==> src/hw/rtl/dld_pkg.sv <==
// Package for the decimal long divider: widths, limits and the
// controller/datapath command and status types. No dependencies.
package dld_pkg;

  // Fixed field widths of the channels.
  localparam int DIGIT_W = 4;
  localparam int CFG_W   = 16;
  localparam int REM_W   = 16;

  // Divider sizing and the fraction limit.
  localparam int DIVISOR_BITS        = 16;
  localparam int MAX_FRACTION_DIGITS = 63;
  localparam int FRAC_CNT_W = (MAX_FRACTION_DIGITS < 2) ? 1 :
                              $clog2(MAX_FRACTION_DIGITS + 1);
  localparam bit NO_FRACTION = (MAX_FRACTION_DIGITS == 0);

  // Remainder times ten plus a digit needs four extra bits.
  localparam int PROD_W = DIVISOR_BITS + 4;

  // One restoring step per quotient bit; quotient digits stay below ten.
  localparam int QSTEPS = 4;
  localparam int STEP_W = 2;

  localparam logic [DIGIT_W-1:0] DIGIT_MAX = DIGIT_W'(9);

  // Commands from the controller to the datapath.
  typedef struct packed {
    logic              load;
    logic              step;
    logic [STEP_W-1:0] step_idx;
    logic              emit;
  } dld_cmd_t;

  // Status from the datapath to the controller.
  typedef struct packed {
    logic div_zero;
    logic out_free;
    logic cont;
  } dld_sts_t;

endpackage

==> src/hw/rtl/dld_ifs.sv <==
// Valid/ready channel interfaces for the decimal divider: input digits,
// result words and divisor writes. Depends on dld_pkg for field widths.
interface dld_in_if;
  logic                        valid;
  logic                        ready;
  logic [dld_pkg::DIGIT_W-1:0] digit;
  logic                        last_integer_digit;

  modport source (output valid, output digit, output last_integer_digit, input ready);
  modport sink   (input valid, input digit, input last_integer_digit, output ready);
endinterface

interface dld_out_if;
  logic                        valid;
  logic                        ready;
  logic [dld_pkg::DIGIT_W-1:0] quotient_digit;
  logic                        is_fraction;
  logic                        run_end;
  logic [dld_pkg::REM_W-1:0]   final_remainder;
  logic                        divide_error;

  modport source (output valid, output quotient_digit, output is_fraction,
                  output run_end, output final_remainder, output divide_error,
                  input ready);
  modport sink   (input valid, input quotient_digit, input is_fraction,
                  input run_end, input final_remainder, input divide_error,
                  output ready);
endinterface

interface dld_cfg_if;
  logic                      valid;
  logic                      ready;
  logic [dld_pkg::CFG_W-1:0] divisor;

  modport source (output valid, output divisor, input ready);
  modport sink   (input valid, input divisor, output ready);
endinterface

==> src/hw/rtl/dld_datapath.sv <==
// Datapath of the decimal divider: divisor, running remainder, the
// restoring divide step and the output word register. Uses dld_pkg.
module dld_datapath (
  input  logic                        clk,
  input  logic                        rst_n,
  input  dld_pkg::dld_cmd_t           cmd,
  output dld_pkg::dld_sts_t           sts,
  input  logic [dld_pkg::DIGIT_W-1:0] in_digit,
  input  logic                        in_last,
  input  logic                        cfg_we,
  input  logic [dld_pkg::CFG_W-1:0]   cfg_divisor,
  input  logic                        out_ready,
  output logic                        out_valid,
  output logic [dld_pkg::DIGIT_W-1:0] out_quotient_digit,
  output logic                        out_is_fraction,
  output logic                        out_run_end,
  output logic [dld_pkg::REM_W-1:0]   out_final_remainder,
  output logic                        out_divide_error
);
  import dld_pkg::*;

  logic [DIVISOR_BITS-1:0] divisor_r;
  logic [DIVISOR_BITS-1:0] rem_r;
  logic [FRAC_CNT_W-1:0]   fcnt_r;
  logic [PROD_W-1:0]       t_r;
  logic [QSTEPS-1:0]       q_r;
  logic                    last_r;
  logic                    frac_r;
  logic                    err_r;
  logic                    out_valid_r;
  logic [DIGIT_W-1:0]      out_qd_r;
  logic                    out_frac_r;
  logic                    out_end_r;
  logic [REM_W-1:0]        out_rem_r;
  logic                    out_err_r;

  logic [DIGIT_W-1:0]      digit_c;
  logic [DIVISOR_BITS-1:0] rem_cur;
  logic [DIVISOR_BITS-1:0] x10_src;
  logic [PROD_W-1:0]       x10;
  logic [PROD_W-1:0]       t_load;
  logic [PROD_W-1:0]       div_sh;
  logic [PROD_W-1:0]       diff;
  logic                    ge;
  logic                    rem_zero;
  logic                    fcnt_full;
  logic                    run_end;

  // Digits above nine count as nine.
  assign digit_c = (in_digit > DIGIT_MAX) ? DIGIT_MAX : in_digit;

  // After the last step the partial dividend holds the new remainder.
  assign rem_cur = t_r[DIVISOR_BITS-1:0];

  // Remainder times ten, from the stored remainder on a new digit or from
  // the fresh remainder when the fraction tail goes on.
  assign x10_src = cmd.emit ? rem_cur : rem_r;
  assign x10     = (PROD_W'(x10_src) << 3) + (PROD_W'(x10_src) << 1);
  assign t_load  = cmd.emit ? x10 : (x10 + PROD_W'(digit_c));

  // One restoring step against the divisor shifted to the current bit.
  assign div_sh = PROD_W'(divisor_r) << cmd.step_idx;
  assign ge     = (t_r >= div_sh);
  assign diff   = t_r - div_sh;

  // End of run and continuation of the fraction tail.
  assign rem_zero  = (t_r == '0);
  assign fcnt_full = (fcnt_r >= FRAC_CNT_W'(MAX_FRACTION_DIGITS));
  always_comb begin
    if (err_r) begin
      run_end = last_r;
    end else if (frac_r) begin
      run_end = rem_zero || fcnt_full;
    end else begin
      run_end = last_r && (rem_zero || NO_FRACTION);
    end
  end

  assign sts.div_zero = (divisor_r == '0);
  assign sts.out_free = !out_valid_r || out_ready;
  assign sts.cont     = !err_r && last_r && !run_end;

  // Divisor and running state; a divisor write starts a fresh division.
  always_ff @(posedge clk) begin
    if (!rst_n) begin
      divisor_r <= DIVISOR_BITS'(1);
      rem_r     <= '0;
      fcnt_r    <= '0;
    end else if (cfg_we) begin
      divisor_r <= DIVISOR_BITS'(cfg_divisor);
      rem_r     <= '0;
      fcnt_r    <= '0;
    end else if (cmd.emit) begin
      if (run_end || err_r) begin
        rem_r <= '0;
      end else begin
        rem_r <= rem_cur;
      end
      if (sts.cont) begin
        fcnt_r <= frac_r ? (fcnt_r + FRAC_CNT_W'(1)) : FRAC_CNT_W'(1);
      end else if (run_end || !frac_r) begin
        fcnt_r <= '0;
      end
    end
  end

  // Working registers of the digit in progress.
  always_ff @(posedge clk) begin
    if (cmd.load) begin
      t_r    <= t_load;
      q_r    <= '0;
      last_r <= in_last;
      frac_r <= 1'b0;
      err_r  <= sts.div_zero;
    end else if (cmd.step) begin
      t_r <= ge ? diff : t_r;
      q_r <= {q_r[QSTEPS-2:0], ge};
    end else if (cmd.emit && sts.cont) begin
      t_r    <= t_load;
      q_r    <= '0;
      frac_r <= 1'b1;
    end
  end

  // Output word register.
  always_ff @(posedge clk) begin
    if (!rst_n) begin
      out_valid_r <= 1'b0;
    end else if (cmd.emit) begin
      out_valid_r <= 1'b1;
    end else if (out_ready) begin
      out_valid_r <= 1'b0;
    end
  end

  always_ff @(posedge clk) begin
    if (cmd.emit) begin
      out_qd_r   <= err_r ? '0 : DIGIT_W'(q_r);
      out_frac_r <= frac_r;
      out_end_r  <= run_end;
      out_rem_r  <= (run_end && !err_r) ? REM_W'(rem_cur) : '0;
      out_err_r  <= err_r;
    end
  end

  assign out_valid           = out_valid_r;
  assign out_quotient_digit  = out_qd_r;
  assign out_is_fraction     = out_frac_r;
  assign out_run_end         = out_end_r;
  assign out_final_remainder = out_rem_r;
  assign out_divide_error    = out_err_r;

endmodule

==> src/hw/rtl/dld_ctrl.sv <==
// Controller of the decimal divider: sequences load, four divide steps
// (none on a zero divisor) and the result hand-off for each digit. Uses dld_pkg.
module dld_ctrl (
  input  logic              clk,
  input  logic              rst_n,
  input  logic              in_valid,
  output logic              in_ready,
  output logic              cfg_ready,
  input  dld_pkg::dld_sts_t sts,
  output dld_pkg::dld_cmd_t cmd
);
  import dld_pkg::*;

  localparam logic [1:0] ST_IDLE = 2'd0;
  localparam logic [1:0] ST_DIV  = 2'd1;
  localparam logic [1:0] ST_EMIT = 2'd2;

  logic [1:0]        state_r;
  logic [1:0]        state_nxt;
  logic [STEP_W-1:0] step_r;
  logic [STEP_W-1:0] step_nxt;

  // Next state and commands.
  always_comb begin
    state_nxt    = state_r;
    step_nxt     = step_r;
    cmd.load     = 1'b0;
    cmd.step     = 1'b0;
    cmd.step_idx = step_r;
    cmd.emit     = 1'b0;
    unique case (state_r)
      ST_IDLE: begin
        if (in_valid) begin
          cmd.load = 1'b1;
          step_nxt = STEP_W'(QSTEPS - 1);
          state_nxt = sts.div_zero ? ST_EMIT : ST_DIV;
        end
      end
      ST_DIV: begin
        cmd.step = 1'b1;
        if (step_r == '0) begin
          state_nxt = ST_EMIT;
        end else begin
          step_nxt = step_r - STEP_W'(1);
        end
      end
      ST_EMIT: begin
        if (sts.out_free) begin
          cmd.emit = 1'b1;
          if (sts.cont) begin
            step_nxt  = STEP_W'(QSTEPS - 1);
            state_nxt = ST_DIV;
          end else begin
            state_nxt = ST_IDLE;
          end
        end
      end
      default: begin
        state_nxt = ST_IDLE;
      end
    endcase
  end

  always_ff @(posedge clk) begin
    if (!rst_n) begin
      state_r <= ST_IDLE;
      step_r  <= '0;
    end else begin
      state_r <= state_nxt;
      step_r  <= step_nxt;
    end
  end

  // A digit word and a divisor write never land in the same cycle.
  assign in_ready  = (state_r == ST_IDLE);
  assign cfg_ready = (state_r == ST_IDLE) && !in_valid;

endmodule

==> src/hw/rtl/decimal_long_division_by_small_int.sv <==
// Decimal long division of a digit stream by a configured small integer.
// Each accepted digit is loaded, passes four divide steps (none on a zero divisor)
// and is handed to the result register; fraction words repeat the steps and hand-off.
// A new digit is taken only after the previous one and its fraction tail are handed off.
// Reset (rst_n low, synchronous): divisor 1, remainder and count cleared.
// Depends on dld_pkg, dld_ifs, dld_ctrl and dld_datapath.
module decimal_long_division_by_small_int (
  input logic      clk,
  input logic      rst_n,
  dld_in_if.sink   in_ch,
  dld_out_if.source out_ch,
  dld_cfg_if.sink  cfg_ch
);
  import dld_pkg::*;

  dld_cmd_t cmd;
  dld_sts_t sts;
  logic     in_ready;
  logic     cfg_ready;

  assign in_ch.ready  = in_ready;
  assign cfg_ch.ready = cfg_ready;

  // Sequencing of each digit.
  dld_ctrl u_ctrl (
    .clk       (clk),
    .rst_n     (rst_n),
    .in_valid  (in_ch.valid),
    .in_ready  (in_ready),
    .cfg_ready (cfg_ready),
    .sts       (sts),
    .cmd       (cmd)
  );

  // Arithmetic and result register.
  dld_datapath u_dp (
    .clk                 (clk),
    .rst_n               (rst_n),
    .cmd                 (cmd),
    .sts                 (sts),
    .in_digit            (in_ch.digit),
    .in_last             (in_ch.last_integer_digit),
    .cfg_we              (cfg_ch.valid && cfg_ready),
    .cfg_divisor         (cfg_ch.divisor),
    .out_ready           (out_ch.ready),
    .out_valid           (out_ch.valid),
    .out_quotient_digit  (out_ch.quotient_digit),
    .out_is_fraction     (out_ch.is_fraction),
    .out_run_end         (out_ch.run_end),
    .out_final_remainder (out_ch.final_remainder),
    .out_divide_error    (out_ch.divide_error)
  );

endmodule

==> src/flat_wrapper.sv <==
// flat-port wrapper written by rule: the top's interface ports become plain ports
module decimal_long_division_by_small_int_flat import dld_pkg::*;
  (clk, rst_n, in_ch_valid, in_ch_digit, in_ch_last_integer_digit, in_ch_ready, out_ch_valid, out_ch_quotient_digit, out_ch_is_fraction, out_ch_run_end, out_ch_final_remainder, out_ch_divide_error, out_ch_ready, cfg_ch_valid, cfg_ch_divisor, cfg_ch_ready);
  dld_in_if in_ch_i ();
  dld_out_if out_ch_i ();
  dld_cfg_if cfg_ch_i ();
  input logic clk;
  input logic rst_n;
  input wire logic [$bits(in_ch_i.valid)-1:0] in_ch_valid;
  input wire logic [$bits(in_ch_i.digit)-1:0] in_ch_digit;
  input wire logic [$bits(in_ch_i.last_integer_digit)-1:0] in_ch_last_integer_digit;
  output wire logic [$bits(in_ch_i.ready)-1:0] in_ch_ready;
  output wire logic [$bits(out_ch_i.valid)-1:0] out_ch_valid;
  output wire logic [$bits(out_ch_i.quotient_digit)-1:0] out_ch_quotient_digit;
  output wire logic [$bits(out_ch_i.is_fraction)-1:0] out_ch_is_fraction;
  output wire logic [$bits(out_ch_i.run_end)-1:0] out_ch_run_end;
  output wire logic [$bits(out_ch_i.final_remainder)-1:0] out_ch_final_remainder;
  output wire logic [$bits(out_ch_i.divide_error)-1:0] out_ch_divide_error;
  input wire logic [$bits(out_ch_i.ready)-1:0] out_ch_ready;
  input wire logic [$bits(cfg_ch_i.valid)-1:0] cfg_ch_valid;
  input wire logic [$bits(cfg_ch_i.divisor)-1:0] cfg_ch_divisor;
  output wire logic [$bits(cfg_ch_i.ready)-1:0] cfg_ch_ready;
  assign in_ch_i.valid = in_ch_valid;
  assign in_ch_i.digit = in_ch_digit;
  assign in_ch_i.last_integer_digit = in_ch_last_integer_digit;
  assign in_ch_ready = in_ch_i.ready;
  assign out_ch_valid = out_ch_i.valid;
  assign out_ch_quotient_digit = out_ch_i.quotient_digit;
  assign out_ch_is_fraction = out_ch_i.is_fraction;
  assign out_ch_run_end = out_ch_i.run_end;
  assign out_ch_final_remainder = out_ch_i.final_remainder;
  assign out_ch_divide_error = out_ch_i.divide_error;
  assign out_ch_i.ready = out_ch_ready;
  assign cfg_ch_i.valid = cfg_ch_valid;
  assign cfg_ch_i.divisor = cfg_ch_divisor;
  assign cfg_ch_ready = cfg_ch_i.ready;
  decimal_long_division_by_small_int u_core (.clk(clk), .rst_n(rst_n), .in_ch(in_ch_i), .out_ch(out_ch_i), .cfg_ch(cfg_ch_i));
endmodule
==> config.mk <==
export PLATFORM = sky130hd
export DESIGN_NAME = decimal_long_division_by_small_int_flat
export DESIGN_NICKNAME = d
export VERILOG_FILES = /design/src/hw/rtl/dld_pkg.sv /design/src/hw/rtl/dld_ifs.sv /design/src/hw/rtl/dld_datapath.sv /design/src/hw/rtl/dld_ctrl.sv /design/src/hw/rtl/decimal_long_division_by_small_int.sv /design/src/flat_wrapper.sv
export SDC_FILE = /design/constraint.sdc
export NUM_CORES = 1
export LEC_CHECK = 0
export ABC_CLOCK_PERIOD_IN_PS = 13100
export BUFFER_PORTS_ARGS = -buffer_cell sky130_fd_sc_hd__buf_2
export CAP_MARGIN = 25
export CORE_MARGIN = 10
export CORE_UTILIZATION = 45
export CTS_BUF_LIST = sky130_fd_sc_hd__clkbuf_4 sky130_fd_sc_hd__clkbuf_8
export DETAILED_ROUTE_END_ITERATION = 8
export GPL_TIMING_DRIVEN = 0
export PLACE_DENSITY = 0.7
export SETUP_SLACK_MARGIN = 0.2
export SYNTH_ARGS = -nofsm -noshare
export SYNTH_HDL_FRONTEND = slang
export SYNTH_HIERARCHICAL = 1
export SYNTH_SLANG_ARGS = --single-unit
==> constraint.sdc <==
create_clock -name clk -period 13.1 [get_ports clk]
set_clock_uncertainty 0.1 [all_clocks]
set_input_delay 2.62 -clock clk [delete_from_list [all_inputs] [get_ports clk]]
set_output_delay 2.62 -clock clk [all_outputs]
set_load 0.1 [all_outputs]
==> metrics.md <==
| Metric | Value |
|---|---|
| Slew of the pin with the lowest slew margin | `0.684 ns` |
| Largest net degree at the start of global routing | `29` |
| Max VDD drop | `75.8 µV` |
| Max cap viols | `0` |
| Tcrit/Tclk final | `0.525` |
| Syn. warnings | `6` |
| Leading area contributor after synthesis | `edfxtp_1` |
| Final hold violations | `0` |
| Initial antenna violation count | `0` |
| GPL Wtd Cong | `0.912` |
| Required @ worst endpoint | `13.09 ns` |
| Post-CTS Setup Bufs | `0` |
| TritonCTS clock tree | `yes` |
| Nets@finish | `851` |
| Cell area after synthesis | `6410 µm²` |
| Filler cells | `1304` |
| DR WL/cell | `16.0 µm` |
| Met3 wire len | `842 µm` |
| Synth top cells by count | `nand2_1, a21oi_1, dfxtp_1` |
| I/O pins | `52` |
| First-pass GRT wire length | `25.3 mm` |
| DRC | `0` |
| Final worst slack | `6.23 ns` |
| Clock transition at path regs | `0.08 ns` |
| CP Cell Sequence | `buf_2, nand2b_1, and3b_4, inv_1, clkbuf_1, clkbuf_1, nand2_1, nand2_1, ha_1, buf_2, a21oi_1, o21ai_1, or3_1, o22ai_1, xnor2_2, nand4b_1, nor3b_2, xnor2_1, mux2i_1` |
| Root buffer cell | `clkbuf_8` |
| FF+latch count, synth | `93` |
| CP max-delay cell | `clkbuf_1` |
| Gr usage total | `0.156` |
| Hpwl dp | `12.0 mm` |
| Post-synth top area share | `0.211` |
| Top Layer Used | `met4` |
| Unrepaired setup endpoints after global routing | `false` |
| Hold buffers post-CTS | `0` |
| Worst skew pair latency | `0.37 ns` |
| Syn_nets | `788` |
| Crit path max fanout | `28` |
| Overall power | `1200 µW` |
| Worst Path Arrival | `6.86 ns` |
| Port Buffers | `51` |
| WL met2 | `7.26 mm` |
| Num CTS Buffers | `9` |
| M1 WL | `7.17 mm` |
| Total global routing overflow | `0` |
| Max Freq | `0.145 GHz` |
| Die area | `19400 µm²` |
| Max incr delay on CP | `0.49 ns` |
| Vias | `5350` |
| CP endpoint kind | `flip-flop` |
| HP Class | `flip-flop to flip-flop` |
| Starting Density | `0.460` |
| Initial DRC Count | `375` |
| Most common cell in the netlist | `nand2_1` |
| Antenna Cells | `0` |
| Max clock buf depth | `2` |
| Slew margin rel. | `0.544` |
| P&R area growth vs syn | `10.9%` |
| Asr flop ratio synth | `0` |
| H-tree depth | `3` |
| EDFF count, synth | `45` |
| Final WL | `15.5 mm` |
| Vias in the first global route | `5081` |
| Cell variety after synth | `73` |
| Pre-CTS setup slack | `5.82 ns` |
| Post-route ant nets | `0` |
| Drt pass-1 iters | `5` |
| Setup violators final | `0` |
| Vias/cell | `5.52` |
| Status | `finished, final reports clean` |
| Post-synthesis sequential area ratio | `0.361` |
| Setup TNS | `0 ns` |
| Synth Flop Type | `dfxtp_1` |
| Post-CTS resize count | `0` |
| Fraction of layout cells with a size suffix above 1 | `0.127` |
| Synth area leaders | `edfxtp_1, dfxtp_1, ha_1` |
| CTS Sinks | `93` |
| Power per standard cell area | `169 nW/µm²` |
| LEAKAGE | `0.00293 µW` |
| Core box area | `13900 µm²` |
| Critical path class | `input pin to flip-flop` |
| Die Y-Extent | `139 µm` |
| Slew Limit Fails | `0` |
| Cells after Synth | `721` |
| Die X | `139 µm` |
| Min Tclk post-route | `6.87 ns` |
| Rows | `43` |
| CP Launch Type | `input pin` |
| Synthesized area per cell | `8.89 µm²` |
## cells by family after synthesis
kind of cell | count (synthesis) | share of synthesized area
flops | 93 | 0.361
compound gates | 175 | 0.176
xor+xnor | 40 | 0.0588
mux | 39 | 0.0617
buf+inv | 56 | 0.0345
simple gates | 276 | 0.223
fa+ha+maj | 42 | 0.0853
## state kept, by name, summed over array words and instances (netlist names)
| signal | cells |
|---|---|
| u_core/u_dp/divisor_r | 16 |
| u_core/u_dp/out_is_fraction | 1 |
| u_core/u_ctrl/state_r | 2 |
| u_core/u_dp/out_quotient_digit | 4 |
| u_core/u_dp/err_r | 1 |
| u_core/u_dp/out_run_end | 1 |
| u_core/u_dp/out_final_remainder | 16 |
| u_core/u_dp/last_r | 1 |
| u_core/u_dp/fcnt_r | 6 |
| u_core/u_dp/out_valid | 1 |
| u_core/u_dp/out_divide_error | 1 |
| u_core/u_dp/frac_r | 1 |
| u_core/u_dp/q_r | 4 |
| u_core/u_dp/t_r | 20 |
| u_core/u_dp/rem_r | 16 |
| u_core/u_ctrl/step_r | 2 |
## final cells by class
cell class / instances / area, µm² / share of cell area
multi-input cells: 572 / 3880 / 0.546
clock buffers: 10 / 138 / 0.0194
inverters: 27 / 101 / 0.0143
clock inverters: 6 / 62.6 / 0.00880
well taps: 180 / 225 / 0.0317
plain buffers: 29 / 120 / 0.0169
flip-flops and latches: 93 / 2310 / 0.325
repair buffers: 52 / 270 / 0.0380
## critical path: cells and delay by family
family / cells / cell delay, ns
AND/OR/NAND/NOR: 7 / 1.51
buffers and inverters: 5 / 1.40
AO/OA/AOI/OAI: 3 / 0.59
XOR/XNOR: 2 / 0.36
adder cells (fa/ha/maj): 1 / 0.24
multiplexers: 1 / 0.12
## cell usage in the layout, fill, tap and decap left out, types with 4 or more instances in the layout
| cell type | instances |
|---|---|
| ha_1 | 38 |
| a21o_1 | 16 |
| nor2b_1 | 28 |
| or2_2 | 4 |
| o21ai_0 | 36 |
| nand2b_1 | 10 |
| edfxtp_1 | 45 |
| a31oi_1 | 7 |
| nand2_1 | 106 |
| mux2i_1 | 35 |
| clkbuf_1 | 23 |
| o21a_1 | 4 |
| xor2_1 | 13 |
| inv_1 | 27 |
| buf_2 | 54 |
| clkbuf_8 | 10 |
| xnor2_1 | 25 |
| o21bai_1 | 6 |
| dfxtp_1 | 48 |
| and2_1 | 20 |
| o21ai_1 | 4 |
| and3_1 | 10 |
| nand4_1 | 4 |
| a21oi_1 | 57 |
| mux2_2 | 4 |
| a211oi_1 | 7 |
| nand3_1 | 12 |
| nor4_1 | 10 |
| or3_1 | 4 |
| nor3b_1 | 9 |
| nor2_1 | 38 |
## stage by stage
stage / util / hold slack, ns / area [µm²] / instances
global route: 0.510 / 0.363 / 7110 / 969
floorplan: - / 0.306 / 6410 / 721
CTS: 0.510 / 0.346 / 7110 / 969
finish: 0.510 / 0.341 / 7110 / 969
global placement: 0.494 / 0.318 / 6890 / 952
detailed placement: 0.496 / 0.326 / 6910 / 953
## final timing paths
kind              cells after the start               startpoint  slack [ns]                          end
setup reg to reg                     16  u_core/u_ctrl/step_r[0]        8.18           u_core/u_dp/t_r[0]
hold reg to reg                       0       u_core/u_dp/frac_r        0.34  u_core/u_dp/out_is_fraction
setup / recovery                     19             out_ch_ready        6.23          u_core/u_dp/t_r[18]
hold / removal                        0       u_core/u_dp/frac_r        0.34  u_core/u_dp/out_is_fraction
## metal layers
metal,GRT usage,up-vias
li1,-,2714
met2,0.253,134
met3,0.0272,17
met1,0.202,2485
met5,0,-
met4,0.0582,0
## power by group
group / switching, µW / internal (µW) / leakage (µW) / total [µW]
Sequential: 64.0 / 364 / 0.000841 / 428
Clock: 103 / 92.8 / 0.0000976 / 195
Combinational: 345 / 230 / 0.00199 / 575
Power figures use the tool's default switching activity.
